==> src/design/cct_pkg.sv <==
`default_nettype none
// ----------------------------------------------------------------------------
// cct_pkg: shared types and functions of the character class tokenizer
// Holds the byte class table, token and error codes, and the position helpers.
// ----------------------------------------------------------------------------
package cct_pkg;

  // Width of the byte position counter and of the token offset fields.
  localparam int unsigned POS_BITS = 32;
  localparam int unsigned RES_DEPTH = 4;
  localparam int unsigned RES_PTR_BITS = $clog2(RES_DEPTH);
  localparam int unsigned RES_CNT_BITS = $clog2(RES_DEPTH + 1);

  typedef logic [POS_BITS-1:0] pos_t;

  localparam pos_t POS_MAX = {POS_BITS{1'b1}};

  typedef enum logic [2:0] {
    KIND_UNDEF = 3'd0,
    KIND_SEP   = 3'd1,
    KIND_OPER  = 3'd2,
    KIND_NUM   = 3'd3,
    KIND_ID    = 3'd4,
    KIND_STR   = 3'd5,
    KIND_CHR   = 3'd6
  } token_kind_e;

  typedef enum logic [1:0] {
    ERR_NONE = 2'd0,
    ERR_STR  = 2'd1,
    ERR_CHR  = 2'd2
  } error_kind_e;

  // Characters with a special role in the scanner.
  localparam logic [7:0] CH_DQUOTE  = 8'h22;
  localparam logic [7:0] CH_SQUOTE  = 8'h27;
  localparam logic [7:0] CH_NEWLINE = 8'h0A;

  // One result item as it waits in the result queue.
  typedef struct packed {
    token_kind_e kind;
    pos_t        start;
    pos_t        length;
    error_kind_e err;
    logic        last;
  } result_t;

  // Byte class table.
  function automatic token_kind_e classify(input logic [7:0] b);
    token_kind_e cls;
    case (b)
      8'h20, 8'h09, 8'h0D, 8'h0A, 8'h0B, 8'h0C: cls = KIND_SEP;
      8'h00, 8'h40, 8'h24, 8'h60, 8'h23, 8'h7B, 8'h7D, 8'h2C, 8'h7C,
      8'h5B, 8'h5D, 8'h2B, 8'h2D, 8'h25, 8'h3B, 8'h3A, 8'h3F, 8'h3C,
      8'h3E, 8'h3D, 8'h21, 8'h26, 8'h7E, 8'h5E, 8'h2A, 8'h5C, 8'h28,
      8'h29, 8'h2F, 8'h2E: cls = KIND_OPER;
      8'h22: cls = KIND_STR;
      8'h27: cls = KIND_CHR;
      default: begin
        if (b >= 8'h30 && b <= 8'h39) begin
          cls = KIND_NUM;
        end else if (b == 8'h5F || (b >= 8'h41 && b <= 8'h5A) ||
                     (b >= 8'h61 && b <= 8'h7A)) begin
          cls = KIND_ID;
        end else begin
          cls = KIND_UNDEF;
        end
      end
    endcase
    return cls;
  endfunction

  // Increment that holds at the top of the counter range.
  function automatic pos_t sat_inc(input pos_t x);
    return (x == POS_MAX) ? x : x + pos_t'(1);
  endfunction

  // Token length from start up to pos, with the byte at pos when incl is set.
  function automatic pos_t span(input pos_t start, input pos_t pos, input logic incl);
    pos_t d;
    d = (pos >= start) ? pos - start : '0;
    if (incl) begin
      d = sat_inc(d);
    end
    return (d == '0) ? pos_t'(1) : d;
  endfunction

  // Error code of a literal that ends before its closing quote.
  function automatic error_kind_e lit_err(input token_kind_e k);
    error_kind_e e;
    case (k)
      KIND_STR: e = ERR_STR;
      KIND_CHR: e = ERR_CHR;
      default:  e = ERR_NONE;
    endcase
    return e;
  endfunction

endpackage
`default_nettype wire

==> src/design/cct_if.sv <==
`default_nettype none
// ----------------------------------------------------------------------------
// cct_if: byte and token channels of the character class tokenizer
// Valid/ready channels; an item moves when valid and ready are both high.
// ----------------------------------------------------------------------------
interface cct_byte_if;
  logic       valid;
  logic       ready;
  logic [7:0] byte_value;
  logic       end_of_text;

  modport source (output valid, output byte_value, output end_of_text, input ready);
  modport sink   (input valid, input byte_value, input end_of_text, output ready);
endinterface

interface cct_token_if;
  logic        valid;
  logic        ready;
  logic [2:0]  token_kind;
  logic [31:0] token_start;
  logic [31:0] token_length;
  logic [1:0]  error_kind;
  logic        last_of_run;

  modport source (output valid, output token_kind, output token_start,
                  output token_length, output error_kind, output last_of_run,
                  input ready);
  modport sink   (input valid, input token_kind, input token_start,
                  input token_length, input error_kind, input last_of_run,
                  output ready);
endinterface
`default_nettype wire

==> src/design/char_class_tokenizer.sv <==
`default_nettype none
// ----------------------------------------------------------------------------
// char_class_tokenizer: byte stream to token stream
// Classifies each byte, tracks the open token and queues finished tokens.
// ----------------------------------------------------------------------------
//   Channel  Dir  Item                 Fields
//   in_i     in   one source byte      byte_value, end_of_text
//   out_o    out  one finished token   token_kind, token_start, token_length,
//                                      error_kind, last_of_run
//
// A byte is taken in every cycle while the four-entry result queue has room
// for two tokens; its tokens enter the queue at the same edge.
// The queue drains one token per cycle while out_o is ready; the input keeps
// flowing while output stalls until the queue holds more than two tokens.
// Reset clears the open token, the byte position and the queue at once.
// ----------------------------------------------------------------------------
module char_class_tokenizer
  import cct_pkg::*;
(
  input  wire logic    clk_i,
  input  wire logic    rst_ni,
  cct_byte_if.sink     in_i,
  cct_token_if.source  out_o
);

  // Scanner state.
  logic        open_q, open_d;
  token_kind_e kind_q, kind_d;
  pos_t        start_q, start_d;
  pos_t        pos_q, pos_d;

  // Result queue.
  result_t                 fifo_q [RES_DEPTH];
  logic [RES_PTR_BITS-1:0] wr_ptr_q, rd_ptr_q;
  logic [RES_CNT_BITS-1:0] count_q;

  logic        in_fire, out_fire;
  token_kind_e cls;
  logic        consumed;
  logic        e0_valid, e1_valid;
  result_t     e0, e1;
  result_t     slot0, slot1;
  logic [1:0]  n_push;

  assign in_i.ready = (count_q <= RES_CNT_BITS'(RES_DEPTH - 2));
  assign in_fire    = in_i.valid && in_i.ready;
  assign out_fire   = out_o.valid && out_o.ready;
  assign cls        = classify(in_i.byte_value);

  // Token decisions for the byte at the input.
  always_comb begin
    logic        still_open;
    logic [7:0]  quote;
    consumed   = 1'b0;
    e0_valid   = 1'b0;
    e1_valid   = 1'b0;
    e0         = '0;
    e1         = '0;
    still_open = open_q;
    kind_d     = kind_q;
    start_d    = start_q;
    quote      = (kind_q == KIND_STR) ? CH_DQUOTE : CH_SQUOTE;

    if (open_q) begin
      case (kind_q)
        KIND_STR, KIND_CHR: begin
          if (in_i.byte_value == quote) begin
            consumed   = 1'b1;
            e0_valid   = 1'b1;
            e0         = '{kind_q, start_q, span(start_q, pos_q, 1'b1), ERR_NONE, 1'b0};
            still_open = 1'b0;
          end else if (in_i.byte_value == CH_NEWLINE) begin
            e0_valid   = 1'b1;
            e0         = '{kind_q, start_q, span(start_q, pos_q, 1'b0),
                           lit_err(kind_q), 1'b0};
            still_open = 1'b0;
          end else begin
            consumed = 1'b1;
          end
        end
        KIND_UNDEF, KIND_SEP: consumed = (cls == kind_q);
        KIND_NUM, KIND_ID:    consumed = (cls == KIND_NUM) || (cls == KIND_ID);
        default:              consumed = 1'b0;
      endcase

      // Close the open token when this byte does not extend it or ends the text.
      if (still_open) begin
        if (consumed) begin
          if (in_i.end_of_text) begin
            e0_valid   = 1'b1;
            e0         = '{kind_q, start_q, span(start_q, pos_q, 1'b1),
                           lit_err(kind_q), 1'b0};
            still_open = 1'b0;
          end
        end else begin
          e0_valid   = 1'b1;
          e0         = '{kind_q, start_q, span(start_q, pos_q, 1'b0), ERR_NONE, 1'b0};
          still_open = 1'b0;
        end
      end
    end

    // A byte not taken by the open token starts a token of its own.
    if (!consumed) begin
      if (cls == KIND_OPER) begin
        e1_valid = 1'b1;
        e1       = '{KIND_OPER, pos_q, pos_t'(1), ERR_NONE, 1'b0};
      end else if (in_i.end_of_text) begin
        e1_valid = 1'b1;
        e1       = '{cls, pos_q, pos_t'(1), lit_err(cls), 1'b0};
      end else begin
        still_open = 1'b1;
        kind_d     = cls;
        start_d    = pos_q;
      end
    end

    // The end of the text returns the scanner state to the reset values.
    if (in_i.end_of_text) begin
      open_d  = 1'b0;
      kind_d  = KIND_UNDEF;
      start_d = '0;
      pos_d   = '0;
    end else begin
      open_d  = still_open;
      pos_d   = sat_inc(pos_q);
    end
  end

  // Pack the tokens of this byte in order and mark the last one.
  always_comb begin
    slot0 = e0_valid ? e0 : e1;
    slot1 = e1;
    n_push = 2'(e0_valid) + 2'(e1_valid);
    if (n_push == 2'd2) begin
      slot1.last = 1'b1;
    end else begin
      slot0.last = 1'b1;
    end
  end

  // Scanner state registers.
  always_ff @(posedge clk_i or negedge rst_ni) begin
    if (!rst_ni) begin
      open_q  <= 1'b0;
      kind_q  <= KIND_UNDEF;
      start_q <= '0;
      pos_q   <= '0;
    end else if (in_fire) begin
      open_q  <= open_d;
      kind_q  <= kind_d;
      start_q <= start_d;
      pos_q   <= pos_d;
    end
  end

  // Queue pointers and fill count.
  always_ff @(posedge clk_i or negedge rst_ni) begin
    if (!rst_ni) begin
      wr_ptr_q <= '0;
      rd_ptr_q <= '0;
      count_q  <= '0;
    end else begin
      if (in_fire) begin
        wr_ptr_q <= wr_ptr_q + RES_PTR_BITS'(n_push);
      end
      if (out_fire) begin
        rd_ptr_q <= rd_ptr_q + RES_PTR_BITS'(1);
      end
      count_q <= count_q + RES_CNT_BITS'(in_fire ? n_push : 2'd0)
                 - RES_CNT_BITS'(out_fire);
    end
  end

  // Queue entries.
  always_ff @(posedge clk_i) begin
    if (in_fire && n_push != 2'd0) begin
      fifo_q[wr_ptr_q] <= slot0;
      if (n_push == 2'd2) begin
        fifo_q[wr_ptr_q + RES_PTR_BITS'(1)] <= slot1;
      end
    end
  end

  // Output side reads the head of the queue; offsets are carried as 32 bits.
  assign out_o.valid        = (count_q != '0);
  assign out_o.token_kind   = fifo_q[rd_ptr_q].kind;
  assign out_o.token_start  = 32'(fifo_q[rd_ptr_q].start);
  assign out_o.token_length = 32'(fifo_q[rd_ptr_q].length);
  assign out_o.error_kind   = fifo_q[rd_ptr_q].err;
  assign out_o.last_of_run  = fifo_q[rd_ptr_q].last;

  // Checks on the queue and the scanner state.
  a_count_bound: assert property (@(posedge clk_i) disable iff (!rst_ni)
    count_q <= RES_CNT_BITS'(RES_DEPTH))
    else $error("result queue overflow");

  a_ptr_count: assert property (@(posedge clk_i) disable iff (!rst_ni)
    count_q == RES_CNT_BITS'(RES_PTR_BITS'(wr_ptr_q - rd_ptr_q)) ||
    count_q == RES_CNT_BITS'(RES_DEPTH))
    else $error("queue pointers disagree with fill count");

  a_eot_reset: assert property (@(posedge clk_i) disable iff (!rst_ni)
    in_fire && in_i.end_of_text |=> pos_q == '0 && !open_q)
    else $error("state not cleared after end of text");

  a_eot_emits: assert property (@(posedge clk_i) disable iff (!rst_ni)
    in_fire && in_i.end_of_text |-> n_push != 2'd0)
    else $error("end of text produced no token");

endmodule
`default_nettype wire
==> src/flat_wrapper.sv <==
// flat-port wrapper written by rule: the top's interface ports become plain ports
module char_class_tokenizer_flat import cct_pkg::*;
  (clk_i, rst_ni, in_i_valid, in_i_byte_value, in_i_end_of_text, in_i_ready, out_o_valid, out_o_token_kind, out_o_token_start, out_o_token_length, out_o_error_kind, out_o_last_of_run, out_o_ready);
  cct_byte_if in_i_i ();
  cct_token_if out_o_i ();
  input  wire logic clk_i;
  input  wire logic rst_ni;
  input wire logic [$bits(in_i_i.valid)-1:0] in_i_valid;
  input wire logic [$bits(in_i_i.byte_value)-1:0] in_i_byte_value;
  input wire logic [$bits(in_i_i.end_of_text)-1:0] in_i_end_of_text;
  output wire logic [$bits(in_i_i.ready)-1:0] in_i_ready;
  output wire logic [$bits(out_o_i.valid)-1:0] out_o_valid;
  output wire logic [$bits(out_o_i.token_kind)-1:0] out_o_token_kind;
  output wire logic [$bits(out_o_i.token_start)-1:0] out_o_token_start;
  output wire logic [$bits(out_o_i.token_length)-1:0] out_o_token_length;
  output wire logic [$bits(out_o_i.error_kind)-1:0] out_o_error_kind;
  output wire logic [$bits(out_o_i.last_of_run)-1:0] out_o_last_of_run;
  input wire logic [$bits(out_o_i.ready)-1:0] out_o_ready;
  assign in_i_i.valid = in_i_valid;
  assign in_i_i.byte_value = in_i_byte_value;
  assign in_i_i.end_of_text = in_i_end_of_text;
  assign in_i_ready = in_i_i.ready;
  assign out_o_valid = out_o_i.valid;
  assign out_o_token_kind = out_o_i.token_kind;
  assign out_o_token_start = out_o_i.token_start;
  assign out_o_token_length = out_o_i.token_length;
  assign out_o_error_kind = out_o_i.error_kind;
  assign out_o_last_of_run = out_o_i.last_of_run;
  assign out_o_i.ready = out_o_ready;
  char_class_tokenizer u_core (.clk_i(clk_i), .rst_ni(rst_ni), .in_i(in_i_i), .out_o(out_o_i));
endmodule
==> config.mk <==
export PLATFORM = sky130hd
export DESIGN_NAME = char_class_tokenizer_flat
export DESIGN_NICKNAME = d
export VERILOG_FILES = /design/src/design/cct_pkg.sv /design/src/design/cct_if.sv /design/src/design/char_class_tokenizer.sv /design/src/flat_wrapper.sv
export SDC_FILE = /design/constraint.sdc
export NUM_CORES = 1
export LEC_CHECK = 0
export BUFFER_PORTS_ARGS = -buffer_cell sky130_fd_sc_hd__buf_2
export CAP_MARGIN = 10
export CORE_ASPECT_RATIO = 2
export CORE_UTILIZATION = 50
export DETAILED_ROUTE_END_ITERATION = 10
export GPL_TIMING_DRIVEN = 0
export HOLD_SLACK_MARGIN = 0.02
export PLACE_DENSITY = 0.67
export SLEW_MARGIN = 20
export SYNTH_ARGS = -nofsm -noshare
export SYNTH_HDL_FRONTEND = slang
export SYNTH_SLANG_ARGS = --single-unit
==> constraint.sdc <==
create_clock -name clk_i -period 7.25 [get_ports clk_i]
set_input_delay 0.3625 -clock clk_i [delete_from_list [all_inputs] [get_ports clk_i]]
set_output_delay 0.3625 -clock clk_i [all_outputs]
set_load 0.005 [all_outputs]
==> impl_metrics.ini <==
[finish]
drive_gt1_frac = 0.132
num_antenna_cells = 0
most-common-layout-cells = o21ai_0 (259), nand2_1 (234), nand3_1 (163), edfxtp_1 (156), clkbuf_1 (135)
final_common_cell = o21ai_0
layout.nets = 2374
syn_to_final_growth_pct = 12.3

[job]
drv_cap = 0

[grt]
grt_overflow = 0
antenna_found_initial = 0
grt_pass1_wl_um = 126000
grt.total_usage = 0.414
grt_start_max_net_pins = 39
grt_pass1_vias = 19500

[clock_tree]
clk_pin_slew_ns = 0.07
htree_levels = 2
cts_root_buffer = clkbuf_16
cts-buffers-inserted = 34
clock_sinks = 355
clock_latency_ns = 0.55
clockBufferDepth = 3
cts_tree = done

[logic_synthesis]
syn_avg_cell_area_sq_um = 9.43
synth_top_family_by_area = compound AO/OA/AOI/OAI gates
synthAdderAreaFrac = 0.0269
ys_types = 95
synth-compound-area-share = 0.204
ys.flop_type = edfxtp_1
synthSimpleGateAreaFrac = 0.175
yosys_warnings = 0
synth.area.mux_share = 0.0796
ys_ff_latch = 355
ys_seq_area_frac = 0.439
synth_area_sq_um = 20600
postSynthCellCount = 2182
synth_edf_count = 156
synth_top_area_share = 0.228
synth_area_leader_cell = edfxtp_1
synth-async-reset-ratio = 0.211
synthTopCellsByArea = edfxtp_1 (23%), dfxtp_1 (12%), dfrtp_1 (9.1%)
synthXorXnorAreaFrac = 0.0309
syn-num-nets = 2238

[timing]
max_freq_mhz = 142
holdWs_ns = 0.170
period_needed_ns = 7.05
skew_ns = 0.0206
layout_setup_ws_ns = 0.202
max_slew_margin = 0.202
hold_viol = 0
period_share = 0.972
setup_viol = 0
worstMarginPinSlew_ns = 1.19
finalMaxSlewViolations = 0

[setup_path]
end_kind = flip-flop
crit_type = reg -> reg
cp.required_ns = 7.64
arrival_ns = 7.44
crit_path_start_kind = flip-flop
crit_fanout = 10

[drt]
wl_um = 87000
drtIter0Drc = 1663
vias = 19500
drtPass1Iterations = 7
post-route-drc-count = 0
ant_nets = 0
routedWlPerCell_um = 30.3
viasPerCell = 6.79

[floorplanning]
rows = 104
initial_core_util = 0.509
die_area_sq_um = 42000
die_h_um = 289
io_pins = 85
design.core.area_sq_um = 40500
die_x_um = 145

[place]
routabilityCongestion = 1.04
dpl_worst_slack_ns = -1.78
dp_hpwl_um = 68000
port_buffers = 84

[min_path]
hp-class = in -> reg

[power_and_ir_drop]
power_per_cell_area_nw_per_um2 = 441
p_leak_uw = 0.00834
design_power_total_uw = 10200
irDropWorstVdd_uv = 251

[status]
status = complete, no violations
## through the flow
| step | std cells | util | setup TNS [ns] | instance area, sq um |
|---|---|---|---|---|
| 6_report | 2872 | 0.571 | 0 | 23100 |
| 5_1_grt | 2872 | 0.571 | -0.0168 | 23100 |
| 4_1_cts | 2870 | 0.570 | 0 | 23100 |
| 3_5_place_dp | 2806 | 0.540 | -97.88 | 21800 |
| 3_3_place_gp | 2796 | 0.535 | -345.21 | 21700 |
| 2_1_floorplan | 2182 | - | 0 | 20600 |
## logic make-up (layout without fill, tap and decap cells)
logic type | count (synthesis) | in the layout
AND/OR/NAND/NOR | 738 | 738
AO/OA/AOI/OAI | 669 | 669
flip-flops | 355 | 355
buffers and inverters | 230 | 390
multiplexers | 76 | 76
XOR/XNOR | 71 | 71
adder cells (fa/ha/maj) | 43 | 43
## what timing repair did
item / CTS / global route
setup endpoints to repair: 128 / 108
hold endpoints to repair: 37 / 0
hold buffers: 1 / 0
setup buffers: 4 / 3
gates resized for setup: 17 / 10
pin swaps: 3 / 3
## state kept, by name, summed over array words and instances (netlist names)
signal,flops
u_core.open_q,1
u_core.wr_ptr_q,2
u_core.start_q,32
u_core.pos_q,32
u_core.count_q,3
u_core.rd_ptr_q,2
u_core.fifo_q,280
u_core.kind_q,3
## where the power goes
part	switching, uW	leakage (uW)	internal, uW	total, uW
Combinational	3910	0.00437	1790	5700
Clock	814	0.000543	985	1800
Sequential	189	0.00342	2490	2680
## final timing paths
| path | slack, ns | to | from | depth (start not counted) |
|---|---|---|---|---|
| max reg2reg | 0.20 | u_core.fifo_q[2][3] | u_core.pos_q[0] | 25 |
| min | 0.17 | u_core.rd_ptr_q[0] | out_o_ready | 3 |
| max | 0.20 | u_core.fifo_q[2][3] | u_core.pos_q[0] | 25 |
| max in group asynchronous | 6.21 | u_core.start_q[27] | rst_ni | 3 |
| min reg2reg | 0.45 | u_core.fifo_q[3][30] | u_core.fifo_q[3][30] | 2 |
| min in group asynchronous | 0.35 | u_core.count_q[1] | rst_ni | 2 |
## critical path, cell delays in order (launching register included)
cell and delay [ns]:
dfrtp_2 0.50, inv_1 0.09, ha_1 0.23, fa_1 0.40, nand2b_1 0.22, a211oi_4 0.44, o21ai_1 0.26, a211o_1 0.35
and3_1 0.19, buf_2 0.19, clkbuf_2 0.27, nor2_4 0.19, ha_2 0.29, nand2_1 0.10, nor2_1 0.15, nand3_2 0.25
nor3_4 0.44, buf_4 0.18, nand4_1 0.22, nor4_1 0.46, and4_1 0.32, o21ai_2 0.18, mux2i_1 0.21, nor3_4 0.46
nand2_1 0.12, o21ai_1 0.16
## layout make-up
class,count,area [sq um]
fill,3658,17400
multi-input combinational,1597,10800
sequential,355,9040
clock buffer,44,961
buffer,167,669
tap,530,663
timing repair buffer,102,621
inverter,61,234
clock inverter,16,139
## synth_stat cells (10+ instances only)
master    count
xnor2_1      33
mux4_2       70
a21o_1       13
or3_1        15
nor2_1      123
a211oi_1     13
xor2_1       37
inv_1        61
nand4_1      36
nor3_1       37
a21oi_1     101
or2_2        10
ha_1         41
o22ai_1      30
o211ai_1     16
or4_1        10
o21ai_0     260
o21ai_1      42
and4_1       12
nand3_1     167
nor4_1       15
a22o_1       71
edfxtp_1    156
o21a_1       14
and2_1       17
dfrtp_1      75
clkbuf_1    133
buf_2        16
dfxtp_1     124
and3_1       19
o32ai_1      14
nand2_1     234
o31ai_1      10
buf_1        16
## routing by layer
metal / GRT usage / part of all wire / up-vias
met5: 0 / 0 / -
li1: - / - / 8471
met1: 0.379 / 0.30 / 9441
met3: 0.0586 / 0.060 / 451
met2: 0.749 / 0.51 / 1133
met4: 0.461 / 0.13 / 0
(Power assumes the default switching activity.)
